`config.mk`:
```
export PLATFORM = sky130hd
export DESIGN_NAME = vgm_command_stream_parser_flat
export DESIGN_NICKNAME = d
export VERILOG_FILES = /design/src/vgmp_pkg.sv /design/src/vgmp_byte_if.sv /design/src/vgmp_event_if.sv /design/src/vgmp_step.sv /design/src/vgm_command_stream_parser.sv /design/src/flat_wrapper.sv
export SDC_FILE = /design/constraint.sdc
export NUM_CORES = 1
export LEC_CHECK = 0
export BUFFER_PORTS_ARGS = -buffer_cell sky130_fd_sc_hd__buf_2
export CORE_MARGIN = 2
export CORE_UTILIZATION = 25
export CTS_CLUSTER_SIZE = 10
export DETAILED_ROUTE_END_ITERATION = 16
export MAX_ROUTING_LAYER = met4
export SYNTH_ARGS = -nofsm -noshare
export SYNTH_HDL_FRONTEND = slang
export SYNTH_SLANG_ARGS = --single-unit
```
`constraint.sdc`:
```
create_clock -name clk -period 5.01 [get_ports clk]
set_input_delay 0.7515 -clock clk [delete_from_list [all_inputs] [get_ports clk]]
set_output_delay 0.7515 -clock clk [all_outputs]
set_load 0.02 [all_outputs]
```
`src/vgmp_pkg.sv`:
```
package vgmp_pkg;

  // Event kinds on the result channel.
  localparam logic [2:0] KIND_PSG   = 3'd0;
  localparam logic [2:0] KIND_FM    = 3'd1;
  localparam logic [2:0] KIND_ADPCM = 3'd2;
  localparam logic [2:0] KIND_WAIT  = 3'd3;
  localparam logic [2:0] KIND_ROM   = 3'd4;
  localparam logic [2:0] KIND_LOOP  = 3'd5;
  localparam logic [2:0] KIND_DONE  = 3'd6;

  // Operand index value that marks the body of a data block.
  localparam logic [2:0] BODY_MARK = 3'd7;

  // Opcodes with special handling.
  localparam logic [7:0] OP_PSG_WRITE  = 8'h50;
  localparam logic [7:0] OP_FM_WRITE   = 8'h54;
  localparam logic [7:0] OP_WAIT_N     = 8'h61;
  localparam logic [7:0] OP_WAIT_735   = 8'h62;
  localparam logic [7:0] OP_WAIT_882   = 8'h63;
  localparam logic [7:0] OP_END        = 8'h66;
  localparam logic [7:0] OP_DATA_BLOCK = 8'h67;
  localparam logic [7:0] OP_ADPCM      = 8'hB8;
  localparam logic [7:0] BLK_TYPE_ROM  = 8'h8B;

  localparam logic [31:0] SAMPLES_735 = 32'd735;
  localparam logic [31:0] SAMPLES_882 = 32'd882;

  // Bytes of a data block header after the opcode.
  localparam logic [30:0] BLK_HDR_LEN = 31'd6;

  // Configuration register indexes.
  localparam logic [2:0] CFG_PSG_EN     = 3'd0;
  localparam logic [2:0] CFG_FM_EN      = 3'd1;
  localparam logic [2:0] CFG_LOOP_MODE  = 3'd2;
  localparam logic [2:0] CFG_LOOP_OFS   = 3'd3;
  localparam logic [2:0] CFG_TOTAL_SMP  = 3'd4;
  localparam logic [2:0] CFG_LOOP_SMP   = 3'd5;

  typedef struct packed {
    logic        psg_en;
    logic        fm_en;
    logic        loop_mode;
    logic [31:0] loop_ofs;
    logic [31:0] total_smp;
    logic [31:0] loop_smp;
  } cfg_t;

  typedef struct packed {
    logic [7:0]       opcode;
    logic [30:0]      remaining;
    logic [3:0][7:0]  opnd;
    logic [2:0]       opnd_idx;
    logic [7:0]       block_type;
    logic [31:0]      rom_size;
    logic [31:0]      rom_addr;
    logic [30:0]      blk_idx;
  } parse_state_t;

  typedef struct packed {
    logic [2:0]  event_kind;
    logic [31:0] event_address;
    logic [7:0]  event_data;
    logic [31:0] event_count;
  } event_t;

  // Total command length in bytes, opcode included. Unknown opcodes are one byte.
  function automatic logic [2:0] cmd_length(input logic [7:0] op);
    logic [2:0] len;
    len = 3'd1;
    case (op) inside
      8'h50, 8'h4F, [8'h30:8'h3F]:               len = 3'd2;
      8'h54, 8'h61, 8'hB8, 8'hA0,
      [8'h40:8'h4E], [8'h51:8'h5F], [8'hB0:8'hBF]: len = 3'd3;
      8'h64, [8'hC0:8'hC8], [8'hD0:8'hD6]:         len = 3'd4;
      [8'hE0:8'hE3]:                               len = 3'd5;
      default:                                     len = 3'd1;
    endcase
    return len;
  endfunction

endpackage

```
`src/vgmp_byte_if.sv`:
```
interface vgmp_byte_if;
  logic       valid;
  logic       ready;
  logic [7:0] stream_byte;

  modport source (output valid, output stream_byte, input ready);
  modport sink   (input valid, input stream_byte, output ready);
endinterface

```
`src/vgmp_event_if.sv`:
```
interface vgmp_event_if;
  logic        valid;
  logic        ready;
  logic [2:0]  event_kind;
  logic [31:0] event_address;
  logic [7:0]  event_data;
  logic [31:0] event_count;

  modport source (output valid, output event_kind, output event_address,
                  output event_data, output event_count, input ready);
  modport sink   (input valid, input event_kind, input event_address,
                  input event_data, input event_count, output ready);
endinterface

```
`src/vgmp_step.sv`:
```
module vgmp_step
  import vgmp_pkg::*;
(
  input  cfg_t         cfg,
  input  parse_state_t st,
  input  logic [7:0]   stream_byte,
  output parse_state_t st_nxt,
  output logic         ev_valid,
  output event_t       ev
);

  logic [2:0]  len;
  logic [2:0]  hdr_sel;
  logic [30:0] blk_len;
  logic [31:0] rom_ofs;

  // Event of a command whose last byte has arrived.
  function automatic logic [$bits(event_t):0] execute(input logic [7:0] op,
                                                      input logic [3:0][7:0] opnd,
                                                      input cfg_t c);
    event_t e;
    logic   v;
    e = '0;
    v = 1'b0;
    case (op) inside
      OP_PSG_WRITE: begin
        v = c.psg_en;
        e.event_kind = KIND_PSG;
        e.event_data = opnd[0];
      end
      OP_FM_WRITE: begin
        v = c.fm_en;
        e.event_kind = KIND_FM;
        e.event_address = {24'd0, opnd[0]};
        e.event_data = opnd[1];
      end
      OP_WAIT_N: begin
        v = 1'b1;
        e.event_kind = KIND_WAIT;
        e.event_count = {16'd0, opnd[1], opnd[0]};
      end
      OP_WAIT_735: begin
        v = 1'b1;
        e.event_kind = KIND_WAIT;
        e.event_count = SAMPLES_735;
      end
      OP_WAIT_882: begin
        v = 1'b1;
        e.event_kind = KIND_WAIT;
        e.event_count = SAMPLES_882;
      end
      [8'h70:8'h7F]: begin
        v = 1'b1;
        e.event_kind = KIND_WAIT;
        e.event_count = {28'd0, op[3:0]} + 32'd1;
      end
      OP_ADPCM: begin
        v = 1'b1;
        e.event_kind = KIND_ADPCM;
        e.event_data = opnd[1];
      end
      OP_END: begin
        v = 1'b1;
        if (c.loop_ofs != '0 && c.loop_mode) begin
          e.event_kind = KIND_LOOP;
          e.event_address = c.loop_ofs;
          e.event_count = (c.loop_smp < c.total_smp) ? (c.total_smp - c.loop_smp) : '0;
        end else begin
          e.event_kind = KIND_DONE;
        end
      end
      default: v = 1'b0;
    endcase
    return {v, e};
  endfunction

  assign len     = cmd_length(stream_byte);
  assign hdr_sel = st.opnd_idx - 3'd2;
  assign rom_ofs = {1'b0, st.blk_idx} - 32'd8;

  always_comb begin
    st_nxt   = st;
    ev_valid = 1'b0;
    ev       = '0;
    blk_len  = '0;
    if (st.remaining == '0) begin
      // Opcode byte.
      st_nxt.opcode   = stream_byte;
      st_nxt.opnd_idx = '0;
      if (stream_byte == OP_DATA_BLOCK) begin
        st_nxt.remaining = BLK_HDR_LEN;
      end else if (len == 3'd1) begin
        {ev_valid, ev}   = execute(stream_byte, st.opnd, cfg);
        st_nxt.opcode    = '0;
        st_nxt.remaining = '0;
      end else begin
        st_nxt.remaining = {28'd0, len - 3'd1};
      end
    end else if (st.opcode == OP_DATA_BLOCK && st.opnd_idx == BODY_MARK) begin
      // Body of a data block; ROM blocks carry size and address in their first 8 bytes.
      if (st.block_type == BLK_TYPE_ROM) begin
        if (st.blk_idx < 31'd4) begin
          st_nxt.rom_size[{st.blk_idx[1:0], 3'b000} +: 8] =
            st.rom_size[{st.blk_idx[1:0], 3'b000} +: 8] | stream_byte;
        end else if (st.blk_idx < 31'd8) begin
          st_nxt.rom_addr[{st.blk_idx[1:0], 3'b000} +: 8] =
            st.rom_addr[{st.blk_idx[1:0], 3'b000} +: 8] | stream_byte;
        end else begin
          ev_valid         = 1'b1;
          ev.event_kind    = KIND_ROM;
          ev.event_address = st.rom_addr + rom_ofs;
          ev.event_data    = stream_byte;
          ev.event_count   = st.rom_size;
        end
      end
      st_nxt.blk_idx   = st.blk_idx + 31'd1;
      st_nxt.remaining = st.remaining - 31'd1;
      if (st.remaining == 31'd1) begin
        st_nxt.opcode   = '0;
        st_nxt.opnd_idx = '0;
      end
    end else if (st.opcode == OP_DATA_BLOCK) begin
      // Header: compatibility byte, type, then 32-bit length.
      if (st.opnd_idx == 3'd1) begin
        st_nxt.block_type = stream_byte;
      end else if (st.opnd_idx >= 3'd2 && st.opnd_idx < 3'd6) begin
        st_nxt.opnd[hdr_sel[1:0]] = stream_byte;
      end
      st_nxt.opnd_idx  = st.opnd_idx + 3'd1;
      st_nxt.remaining = st.remaining - 31'd1;
      if (st.remaining == 31'd1) begin
        blk_len          = {st_nxt.opnd[3][6:0], st_nxt.opnd[2], st_nxt.opnd[1],
                            st_nxt.opnd[0]};
        st_nxt.blk_idx   = '0;
        st_nxt.rom_size  = '0;
        st_nxt.rom_addr  = '0;
        if (blk_len == '0) begin
          st_nxt.opcode    = '0;
          st_nxt.remaining = '0;
          st_nxt.opnd_idx  = '0;
        end else begin
          st_nxt.remaining = blk_len;
          st_nxt.opnd_idx  = BODY_MARK;
        end
      end
    end else begin
      // Operand of an ordinary command.
      if (st.opnd_idx < 3'd4) begin
        st_nxt.opnd[st.opnd_idx[1:0]] = stream_byte;
      end
      if (st.opnd_idx < 3'd6) begin
        st_nxt.opnd_idx = st.opnd_idx + 3'd1;
      end
      st_nxt.remaining = st.remaining - 31'd1;
      if (st.remaining == 31'd1) begin
        {ev_valid, ev}  = execute(st.opcode, st_nxt.opnd, cfg);
        st_nxt.opcode   = '0;
        st_nxt.opnd_idx = '0;
      end
    end
  end

endmodule

```
`src/vgm_command_stream_parser.sv`:
```
// An event appears on out_evt after the beat of the byte that completes its
// command, passing the input register, then the result register.
// Throughput: one stream byte per cycle while out_evt is ready; the parse state
// update in the single decode stage sets that rate.
// Reset (rst_n low, synchronous): parser expects an opcode, no event is held,
// configuration registers return to their defaults (loop_mode 1, all others 0).
module vgm_command_stream_parser
  import vgmp_pkg::*;
(
  input  logic               clk,
  input  logic               rst_n,
  vgmp_byte_if.sink          in_byte,
  vgmp_event_if.source       out_evt,
  input  logic               cfg_we,
  input  logic [2:0]         cfg_index,
  input  logic [31:0]        cfg_wdata
);

  cfg_t         cfg_r;
  parse_state_t st_r;
  parse_state_t st_nxt;
  logic         s1_valid_r;
  logic [7:0]   s1_byte_r;
  logic         s1_go;
  logic         out_valid_r;
  event_t       out_evt_r;
  logic         ev_valid;
  event_t       ev;

  // The decode stage advances when the result register is empty or being drained.
  assign s1_go         = s1_valid_r && (!out_valid_r || out_evt.ready);
  assign in_byte.ready = !s1_valid_r || s1_go;

  vgmp_step u_step (
    .cfg         (cfg_r),
    .st          (st_r),
    .stream_byte (s1_byte_r),
    .st_nxt      (st_nxt),
    .ev_valid    (ev_valid),
    .ev          (ev)
  );

  always_ff @(posedge clk) begin
    if (!rst_n) begin
      s1_valid_r  <= 1'b0;
      out_valid_r <= 1'b0;
      st_r        <= '0;
      cfg_r       <= '{loop_mode: 1'b1, default: '0};
    end else begin
      if (in_byte.ready) begin
        s1_valid_r <= in_byte.valid;
      end
      if (s1_go) begin
        st_r        <= st_nxt;
        out_valid_r <= ev_valid;
      end else if (out_evt.ready) begin
        out_valid_r <= 1'b0;
      end
      if (cfg_we) begin
        unique case (cfg_index)
          CFG_PSG_EN:    cfg_r.psg_en    <= cfg_wdata[0];
          CFG_FM_EN:     cfg_r.fm_en     <= cfg_wdata[0];
          CFG_LOOP_MODE: cfg_r.loop_mode <= cfg_wdata[0];
          CFG_LOOP_OFS:  cfg_r.loop_ofs  <= cfg_wdata;
          CFG_TOTAL_SMP: cfg_r.total_smp <= cfg_wdata;
          CFG_LOOP_SMP:  cfg_r.loop_smp  <= cfg_wdata;
          default: ;
        endcase
      end
    end
  end

  always_ff @(posedge clk) begin
    if (in_byte.valid && in_byte.ready) begin
      s1_byte_r <= in_byte.stream_byte;
    end
    if (s1_go) begin
      out_evt_r <= ev;
    end
  end

  assign out_evt.valid         = out_valid_r;
  assign out_evt.event_kind    = out_evt_r.event_kind;
  assign out_evt.event_address = out_evt_r.event_address;
  assign out_evt.event_data    = out_evt_r.event_data;
  assign out_evt.event_count   = out_evt_r.event_count;

endmodule

```
`src/flat_wrapper.sv`:
```
// flat-port wrapper written by rule: the top's interface ports become plain ports
module vgm_command_stream_parser_flat import vgmp_pkg::*;
  (clk, rst_n, cfg_we, cfg_index, cfg_wdata, in_byte_valid, in_byte_stream_byte, in_byte_ready, out_evt_valid, out_evt_event_kind, out_evt_event_address, out_evt_event_data, out_evt_event_count, out_evt_ready);
  vgmp_byte_if in_byte_i ();
  vgmp_event_if out_evt_i ();
  input  logic clk;
  input  logic rst_n;
  input  logic cfg_we;
  input  logic [2:0] cfg_index;
  input  logic [31:0] cfg_wdata;
  input wire logic [$bits(in_byte_i.valid)-1:0] in_byte_valid;
  input wire logic [$bits(in_byte_i.stream_byte)-1:0] in_byte_stream_byte;
  output wire logic [$bits(in_byte_i.ready)-1:0] in_byte_ready;
  output wire logic [$bits(out_evt_i.valid)-1:0] out_evt_valid;
  output wire logic [$bits(out_evt_i.event_kind)-1:0] out_evt_event_kind;
  output wire logic [$bits(out_evt_i.event_address)-1:0] out_evt_event_address;
  output wire logic [$bits(out_evt_i.event_data)-1:0] out_evt_event_data;
  output wire logic [$bits(out_evt_i.event_count)-1:0] out_evt_event_count;
  input wire logic [$bits(out_evt_i.ready)-1:0] out_evt_ready;
  assign in_byte_i.valid = in_byte_valid;
  assign in_byte_i.stream_byte = in_byte_stream_byte;
  assign in_byte_ready = in_byte_i.ready;
  assign out_evt_valid = out_evt_i.valid;
  assign out_evt_event_kind = out_evt_i.event_kind;
  assign out_evt_event_address = out_evt_i.event_address;
  assign out_evt_event_data = out_evt_i.event_data;
  assign out_evt_event_count = out_evt_i.event_count;
  assign out_evt_i.ready = out_evt_ready;
  vgm_command_stream_parser u_core (.clk(clk), .rst_n(rst_n), .in_byte(in_byte_i), .out_evt(out_evt_i), .cfg_we(cfg_we), .cfg_index(cfg_index), .cfg_wdata(cfg_wdata));
endmodule
```
Word-level counts from Yosys, hierarchy flattened
Cells that the tools add are included.
{"block": "op_classes", "reduce_logical": 47, "n_addsub": 11, "eq_ne": 38, "n_bitwise": 4, "mux": 145, "shifts": 5, "n_lt_le_gt_ge": 28}
{"operator": "2-to-1 mux 32 bit", "count": 44}
{"operator": "2-to-1 mux 75 bit", "count": 9}
{"operator": "2-to-1 mux 95 bit", "count": 3}
{"operator": "2-to-1 mux 8 bit", "count": 20}
{"operator": "bitwise mux 32 bit", "count": 4}
{"operator": "equality test 8 x 7 -> 1 bit, second input constant", "count": 16}
{"operator": "2-to-1 mux 39 bit", "count": 3}
{"operator": "2-to-1 mux 3 bit", "count": 28}
{"operator": "2-to-1 mux 74 bit", "count": 1}
{"operator": "2-to-1 mux 64 bit", "count": 1}
{"operator": "variable part select 32 x 6 -> 8 bit", "count": 2}
{"operator": "variable part select 8 x 7 -> 32 bit", "count": 2}
{"operator": "zero test 31 bit", "count": 2}
{"operator": "2-to-1 mux 31 bit", "count": 2}
{"operator": "adder 32 bit", "count": 1}
{"operator": "demux 8 bit (select 2 bit)", "count": 2}
{"operator": "equality test 8 bit, second input constant", "count": 4}
{"operator": ">= comparator 8 x 7 -> 1 bit, second input constant", "count": 4}
{"operator": ">= comparator 8 bit, second input constant", "count": 4}
{"operator": "less-or-equal comparator 8 x 7 -> 1 bit, second input constant", "count": 4}
{"operator": "less-or-equal comparator 8 bit, second input constant", "count": 4}
{"operator": "less-than comparator 32 bit", "count": 1}
{"operator": "nonzero test 32 bit", "count": 1}
{"operator": "variable shift 8 x 7 -> 32 bit, first input constant", "count": 1}
{"operator": "other kinds (44)", "count": 115}
{"block": "word_totals", "register_bits": 361}

Longest topological paths before layout
Gate-level depths: netlist of the first run.
{"block": "depth", "ltp_word": 17, "ltp_mapped": 17, "ltp_nobuf": 15}

By module
From an unflattened synthesis of the first run, not the netlist that was laid out.
{"block": "unflattened", "cells_unflattened": 3111, "hier_area_um2": 24338.3}
{"mod": "vgm_command_stream_parser", "cells_each": 1230, "seq_area_each_um2": 8057.7, "n_inst": 1, "area_each_um2": 12914.9}
{"mod": "vgmp_step", "cells_each": 1881, "seq_area_each_um2": 0.0, "n_inst": 1, "area_each_um2": 11423.5}

Worst setup path after synthesis of the first run
OpenSTA, ideal clock, no wires.
{"block": "synth_timing", "path_type": "in2reg", "startpoint": "input out_evt_ready", "endpoint": "register u_core.st_r[162] in the netlist's numbering", "n_path_buf": 1, "t_arrival_ns": 3.891, "required_ns": 4.936, "setup_slack_ns": 1.045, "cell_stages": 6, "cell_sequence": "nand2b_1 nand2_1 clkinv_1 clkbuf_1 o21ai_0 a21oi_1"}
{"block": "synth_between", "elab_chain_cells": 2}
{"item": "from (decl)", "line_no": "flat_wrapper.sv:19", "rtl": "input wire logic [$bits(out_evt_i.ready)-1:0] out_evt_ready;"}
{"item": "logical OR 1 bit", "line_no": "vgm_command_stream_parser.sv:31", "rtl": "assign s1_go = s1_valid_r && (!out_valid_r || out_evt.ready);"}
{"item": "logical AND 1 bit", "line_no": "vgm_command_stream_parser.sv:31"}
{"item": "named net u_core.s1_go", "line_no": "vgm_command_stream_parser.sv:24", "rtl": "logic s1_go;"}
{"item": "to (signal assigned)", "line_no": "vgm_command_stream_parser.sv:54", "rtl": "st_r <= st_nxt;"}
{"item": "to (decl)", "line_no": "vgm_command_stream_parser.sv:20", "rtl": "parse_state_t st_r;"}
The timed path passes the listed nets, and every way through them passes these cells.
A chain may end at the register's enable or synchronous reset.

==> reports/qor.txt, run 1 <==
Reg area = 8040 sq um
worst min path class = input port to register
critical path capture point type = register
Synth warnings = 0
core area = 85,400 sq um
antenna viol nets, final = 0
die height = 298 microns
Max Cap Viol = 0
Least-Margin Pin Slew = 1.12 ns
syn nets = 2,805
area grow syn2layout = 14.4%
Worst path top cell family by delay = compound AO/OA/AOI/OAI gates
setup bufs post-CTS = 0
Max Clock Freq = 0.222 GHz
via count = 19,746
gr usage total = 0.171
First-pass DRT Iterations = 6
CP startpoint kind = register
Max stage delay on crit path = 0.58 ns
total CTS buffers = 43
largest net degree at the start of global routing = 90
Most used DFF post-synth = dfxtp_1
final WL = 76,200 microns
RSZ-0062 raised after global routing = false
Overflow after GRT = 0
IO Pins = 125
FFs w/ async S/R, synth = 0
Max Slew Vio Count = 0
count of flip-flops with a built-in enable after synthesis = 83
setup tns final = 0 ns
Post-CTS Hold Buffers = 0
DRC Markers = 0
Yosys reg bits = 360
Starting Density = 0.253
GP Congestion = 0.960
post-synth top area cell = dfxtp_1
fraction of layout instances using a drive strength above 1 = 0.101
Post-Syn Instances = 2,639
first-pass GRT wire length = 115,000 microns
CTS HTree Levels = 2
drt initial violations = 1,928
area of the multi-input gates = 12,300 sq um
top cells by area, synth = dfxtp_1, edfxtp_1, ha_1, mux2i_1, nand2_1
VDD IR max = 0.000188 V
detailed placer's ending HPWL = 57,100 microns
Crit Path Class = register to register
synth unique cells = 90
final core area utilization = 0.290
final critical-path share of the clock period = 0.900
initial antenna violation count = 6
number of filler cells placed in the layout = 9,312
Vias/cell = 5.08
Worst Skew = 0.0219 ns
Syn Area/Cell = 8.19 sq um
CTS max path bufs = 3
die width = 298 microns
vias in the first global route = 18,412
Pwr Density = 299 nW/um^2
Post-synth top cells = nand2_1, nor2_1, dfxtp_1, a21oi_1, inv_1
top cell type's share of synthesized area = 0.256
clk_lat worst skew = 0.58 ns
final setup fails = 0
IO Port Bufs = 124
Final nets = 2,883
top-count cell post-synth = nand2_1
CP required = 5.46 ns
fin crit period = 4.51 ns
CTS sink cnt = 360
Arr. time, crit path = 4.95 ns
Final Hold Vio Count = 0
slowest library cell on the worst path = a2111oi_0
post_cts resized = 0
Reg clk slew, reported paths = 0.06 ns
CP dominant cell by count = ha_1
crit-path cells = inv_1 -> ha_1 -> nand2_1 -> o21ai_0 -> a21oi_1 -> nor2_1 -> a2111oi_0 -> ha_1 -> nand4b_2 -> or2_4 -> o22ai_4 -> buf_4 -> and2_1 -> a32o_1
Min Hold Slack = 0.356 ns
DIE AREA = 88,800 sq um
Rel. slew slack = 0.253
Buf+Inv Stages, Crit Path = 2
status = finished clean
TritonCTS clock tree = yes
post-synthesis cell area = 21,600 sq um
crit path max fanout = 23
Leak = 9.44 nW
drt wl/cell = 19.6 microns
register area share after synthesis = 0.372
Std-Cell Rows = 107
Root Buffer = clkbuf_16
## power breakdown
part	switching (mW)	internal [mW]	leakage (nW)	total, mW
Combinational	0.864	0.424	5.79	1.29
Clock	1.28	1.67	0.611	2.95
Sequential	0.0996	3.05	3.04	3.15
## per-stage QoR
step,power (mW),instance area [sq um],setup WS [ns],instances
after floorplan,4.04,21600,1.05,2639
after global placement,4.47,23500,0.736,3816
after detailed placement,4.46,23500,0.673,3816
after CTS,7.41,24700,0.634,3885
after global routing,7.66,24700,0.211,3886
final,7.39,24700,0.503,3886
## path summary, 6_finish.rpt
path	cells after the start	end	slack (ns)	start
worst max register to register	14	u_core.out_evt.event_count[23]	0.50	u_core.s1_byte_r[1]
worst max-delay path	14	u_core.out_evt.event_count[23]	0.50	u_core.s1_byte_r[1]
worst min register to register	2	u_core.cfg_r[20]	0.45	u_core.cfg_r[20]
worst min-delay path	1	u_core.s1_byte_r[7]	0.36	in_byte_stream_byte[7]
## per-layer routing
metal  part of all wire  global-route usage
met1               0.47               0.240
met2               0.44               0.256
met3              0.069              0.0237
met4              0.027              0.0480
met5                  0                   -
## state kept, by name, summed over array words and instances (netlist names), 3 cells and up
name,cells
u_core.s1_byte_r,8
u_core.out_evt.event_data,8
u_core.cfg_r,99
u_core.out_evt.event_kind,3
u_core.st_r,176
u_core.out_evt.event_count,32
u_core.out_evt.event_address,32
## layout make-up
cell class / count / area share
antenna: 1 / 0.000101
clock buffer: 66 / 0.0494
clock inverter: 3 / 0.00137
inverter: 192 / 0.0294
multi-input combinational: 1955 / 0.499
sequential: 360 / 0.325
tap: 1144 / 0.0579
timing repair buffer: 165 / 0.0380
## cells in the final DEF (no fill, tap or decap), drive strengths merged, types with 11 or more instances in the layout
master	count
nand2	349
nor2	330
dfxtp	277
a21oi	234
inv	194
buf	165
o21ai	144
mux2i	133
ha	116
edfxtp	83
xnor2	66
clkbuf	66
nand3	50
nor3	33
nand4	33
nor4	32
a21o	31
a211oi	31
o22ai	31
and2	27
and3	25
xor2	24
a22oi	24
nor2b	22
nand2b	16
a221o	16
mux4	16
o211ai	14
a31oi	12
or2	12
a22o	11
o31ai	11
## cells by family after synthesis
| group | after synthesis | synth area share |
|---|---|---|
| adder cells (fa/ha/maj) | 118 | 0.0690 |
| AO/OA/AOI/OAI | 630 | 0.181 |
| multiplexers | 150 | 0.0788 |
| XOR/XNOR | 90 | 0.0365 |
| buffers and inverters | 324 | 0.0585 |
| AND/OR/NAND/NOR | 967 | 0.205 |
| flip-flops | 360 | 0.372 |
No activity file was read; power rests on OpenSTA's default activity.
==> run 2, diff against run 1 <==
--- a/config.mk
+++ b/config.mk
@@ -15,2 +15,3 @@
 export SYNTH_HDL_FRONTEND = slang
 export SYNTH_SLANG_ARGS = --single-unit
+export TNS_END_PERCENT = 20
==> constraint.sdc (replaced) <==
create_clock -name clk -period 5.01 [get_ports clk]
set_input_delay 1.2525 -clock clk [delete_from_list [all_inputs] [get_ports clk]]
set_output_delay 1.2525 -clock clk [all_outputs]
set_load 0.02 [all_outputs]
==> run 2 against run 1 <==
- non-clock buffer count unchanged
- critical path depth is the same
- register-to-register slack improved by 0.09 ns
- fmax increased by 2.0%
- count of clock-buffer cells in the layout is 2 lower
- combinational power about the same
- sequential cell count stayed put
- via count rose by 1.3%
- setup slack gained 0.087 ns
==> reports/qor.txt, run 2 (same netlist as run 1, synthesis figures left out) <==
status = finished clean
Crit Path Class = register to register
Final Hold Vio Count = 0 (unchanged)
Reg2Reg Depth = 14 (unchanged)
initial antenna violation count = 8 (+2)
CTS HTree Levels = 2 (unchanged)
Max Slew Vio Count = 0 (unchanged)
Leak = 9.43 nW (about the same)
via count = 20,009 (+1.3%)
TritonCTS clock tree = yes
total CTS buffers = 43 (unchanged)
DRC Markers = 0 (unchanged)
die width = 298 microns (unchanged)
largest net degree at the start of global routing = 139 (+54%)
Arr. time, crit path = 4.87 ns (-0.08 ns)
CP required = 5.46 ns (about the same)
area grow syn2layout = 14.4% (about the same)
Max Cap Viol = 0 (unchanged)
gr usage total = 0.171 (-0.000254)
commonest non-fill, non-tap cell in the layout = nand2_1
Most flops, register = u_core.st_r
fin crit period = 4.42 ns (-0.0869 ns)
Std-Cell Rows = 107 (unchanged)
Worst Skew = 0.0233 ns (+0.00142 ns)
Overflow after GRT = 0 (unchanged)
RSZ-0062 raised after global routing = false
IO Pins = 125 (unchanged)
Root Buffer = clkbuf_16
drt wl/cell = 19.7 microns (+0.47%)
fin area = 24,700 sq um (about the same)
crit path max fanout = 23 (unchanged)
hold path cells = 2 (+1)
CTS sink cnt = 360 (unchanged)
setup tns final = 0 ns (unchanged)
DIE AREA = 88,800 sq um (unchanged)
final setup fails = 0 (unchanged)
antenna viol nets, final = 0 (unchanged)
first-pass GRT wire length = 116,000 microns (+0.11%)
number of filler cells placed in the layout = 9,290 (-0.24%)
drt initial violations = 1,993 (+3.4%)
IO Port Bufs = 124 (unchanged)
setup bufs post-CTS = 0 (unchanged)
GP Congestion = 0.969 (+0.89%)
CTS max path bufs = 3 (unchanged)
final critical-path share of the clock period = 0.882 (-0.0174)
most frequent cells in the layout = nand2_1, nor2_1, dfxtp_1
max FFs per register = 176 (unchanged)
Vias/cell = 5.15 (+1.3%)
worst min path class = register to register
clk_lat worst skew = 0.59 ns (about the same)
placed instance area = 23,500 sq um (unchanged)
vias in the first global route = 18,370 (-0.23%)
Least-Margin Pin Slew = 0.948 ns (-0.170 ns)
fraction of layout instances using a drive strength above 1 = 0.101 (-0.000803)
critical path capture point type = register
Max Clock Freq = 0.226 GHz (+2.0%)
Pwr Density = 298 nW/um^2 (-0.25%)
final WL = 76,700 microns (+0.55%)
Reg clk slew, reported paths = 0.06 ns (about the same)
post_cts resized = 0 (unchanged)
biggest regs = u_core.st_r (176), u_core.cfg_r (99)
Starting Density = 0.253 (unchanged)
die height = 298 microns (unchanged)
Rel. slew slack = 0.368 (+0.115)
First-pass DRT Iterations = 7 (+1)
Final nets = 2,883 (unchanged)
core area = 85,400 sq um (unchanged)
CP startpoint kind = register
detailed placer's ending HPWL = 57,400 microns (+0.43%)
VDD IR max = 0.000191 V (+1.6%)
Post-CTS Hold Buffers = 0 (unchanged)
-- run 2: cell count changes in the layout (fill, tap and decap cells not counted), sizes merged --
cell,delta
diode,+1
clkbuf,-2
clkinv,+5
inv,-1
-- run 2: final timing paths --
kind | startpoint | to | slack [ns]
min reg2reg | u_core.cfg_r[22] | u_core.cfg_r[22] | 0.45
max reg2reg | u_core.s1_byte_r[1] | u_core.out_evt.event_count[22] | 0.59
max | u_core.s1_byte_r[1] | u_core.out_evt.event_count[22] | 0.59
min | u_core.cfg_r[22] | u_core.cfg_r[22] | 0.45
-- run 2: worst max-delay path, stage by stage (launching register included) --
cell       delay (ns)
edfxtp_1         0.51
inv_1            0.23
ha_1             0.29
nand2_1          0.09
o21ai_0          0.09
a21oi_1          0.21
nor2_1           0.06
a2111oi_0        0.59
ha_1             0.32
nand4b_2         0.35
or2_4            0.41
o22ai_4          0.39
buf_4            0.35
and2_1           0.22
a32o_1           0.17
-- run 2: area by class of cell --
cell class	instances	area, sq um	share of cell area
Antenna cell	2	5.00	0.000202
Sequential cell	360	8040	0.325
Multi-Input combinational cell	1955	12300	0.499
Clock buffer	64	1200	0.0484
Tap cell	1144	1430	0.0579
Clock inverter	7	46.3	0.00187
Timing Repair Buffer	165	941	0.0380
Inverter	192	728	0.0294
-- run 2: through the flow --
step                hold WS [ns]  setup WS [ns]   util  instances  total power [mW]
floorplan                  0.436          0.544      -       2639              4.04
global placement           0.443          0.837  0.275       3816              4.46
detailed placement         0.446          0.717  0.275       3816              4.46
CTS                        0.454          0.702  0.289       3887              7.39
global route               0.469          0.271  0.290       3888              7.63
finish                     0.453          0.590  0.290       3889              7.36
-- run 2: layer usage --
| metal | global-route usage | up-vias | wire (microns) |
|---|---|---|---|
| li1 | - | 9402 | - |
| met1 | 0.243 | 9639 | 35500 |
| met2 | 0.254 | 845 | 33600 |
| met3 | 0.0235 | 123 | 5900 |
| met4 | 0.0432 | 0 | 1700 |
| met5 | - | - | 0 |
-- run 2: where the power goes --
| group | internal, mW | switching, mW | total [mW] |
|---|---|---|---|
| Sequential | 3.05 | 0.0983 | 3.15 |
| Clock | 1.64 | 1.29 | 2.93 |
| Combinational | 0.426 | 0.863 | 1.29 |
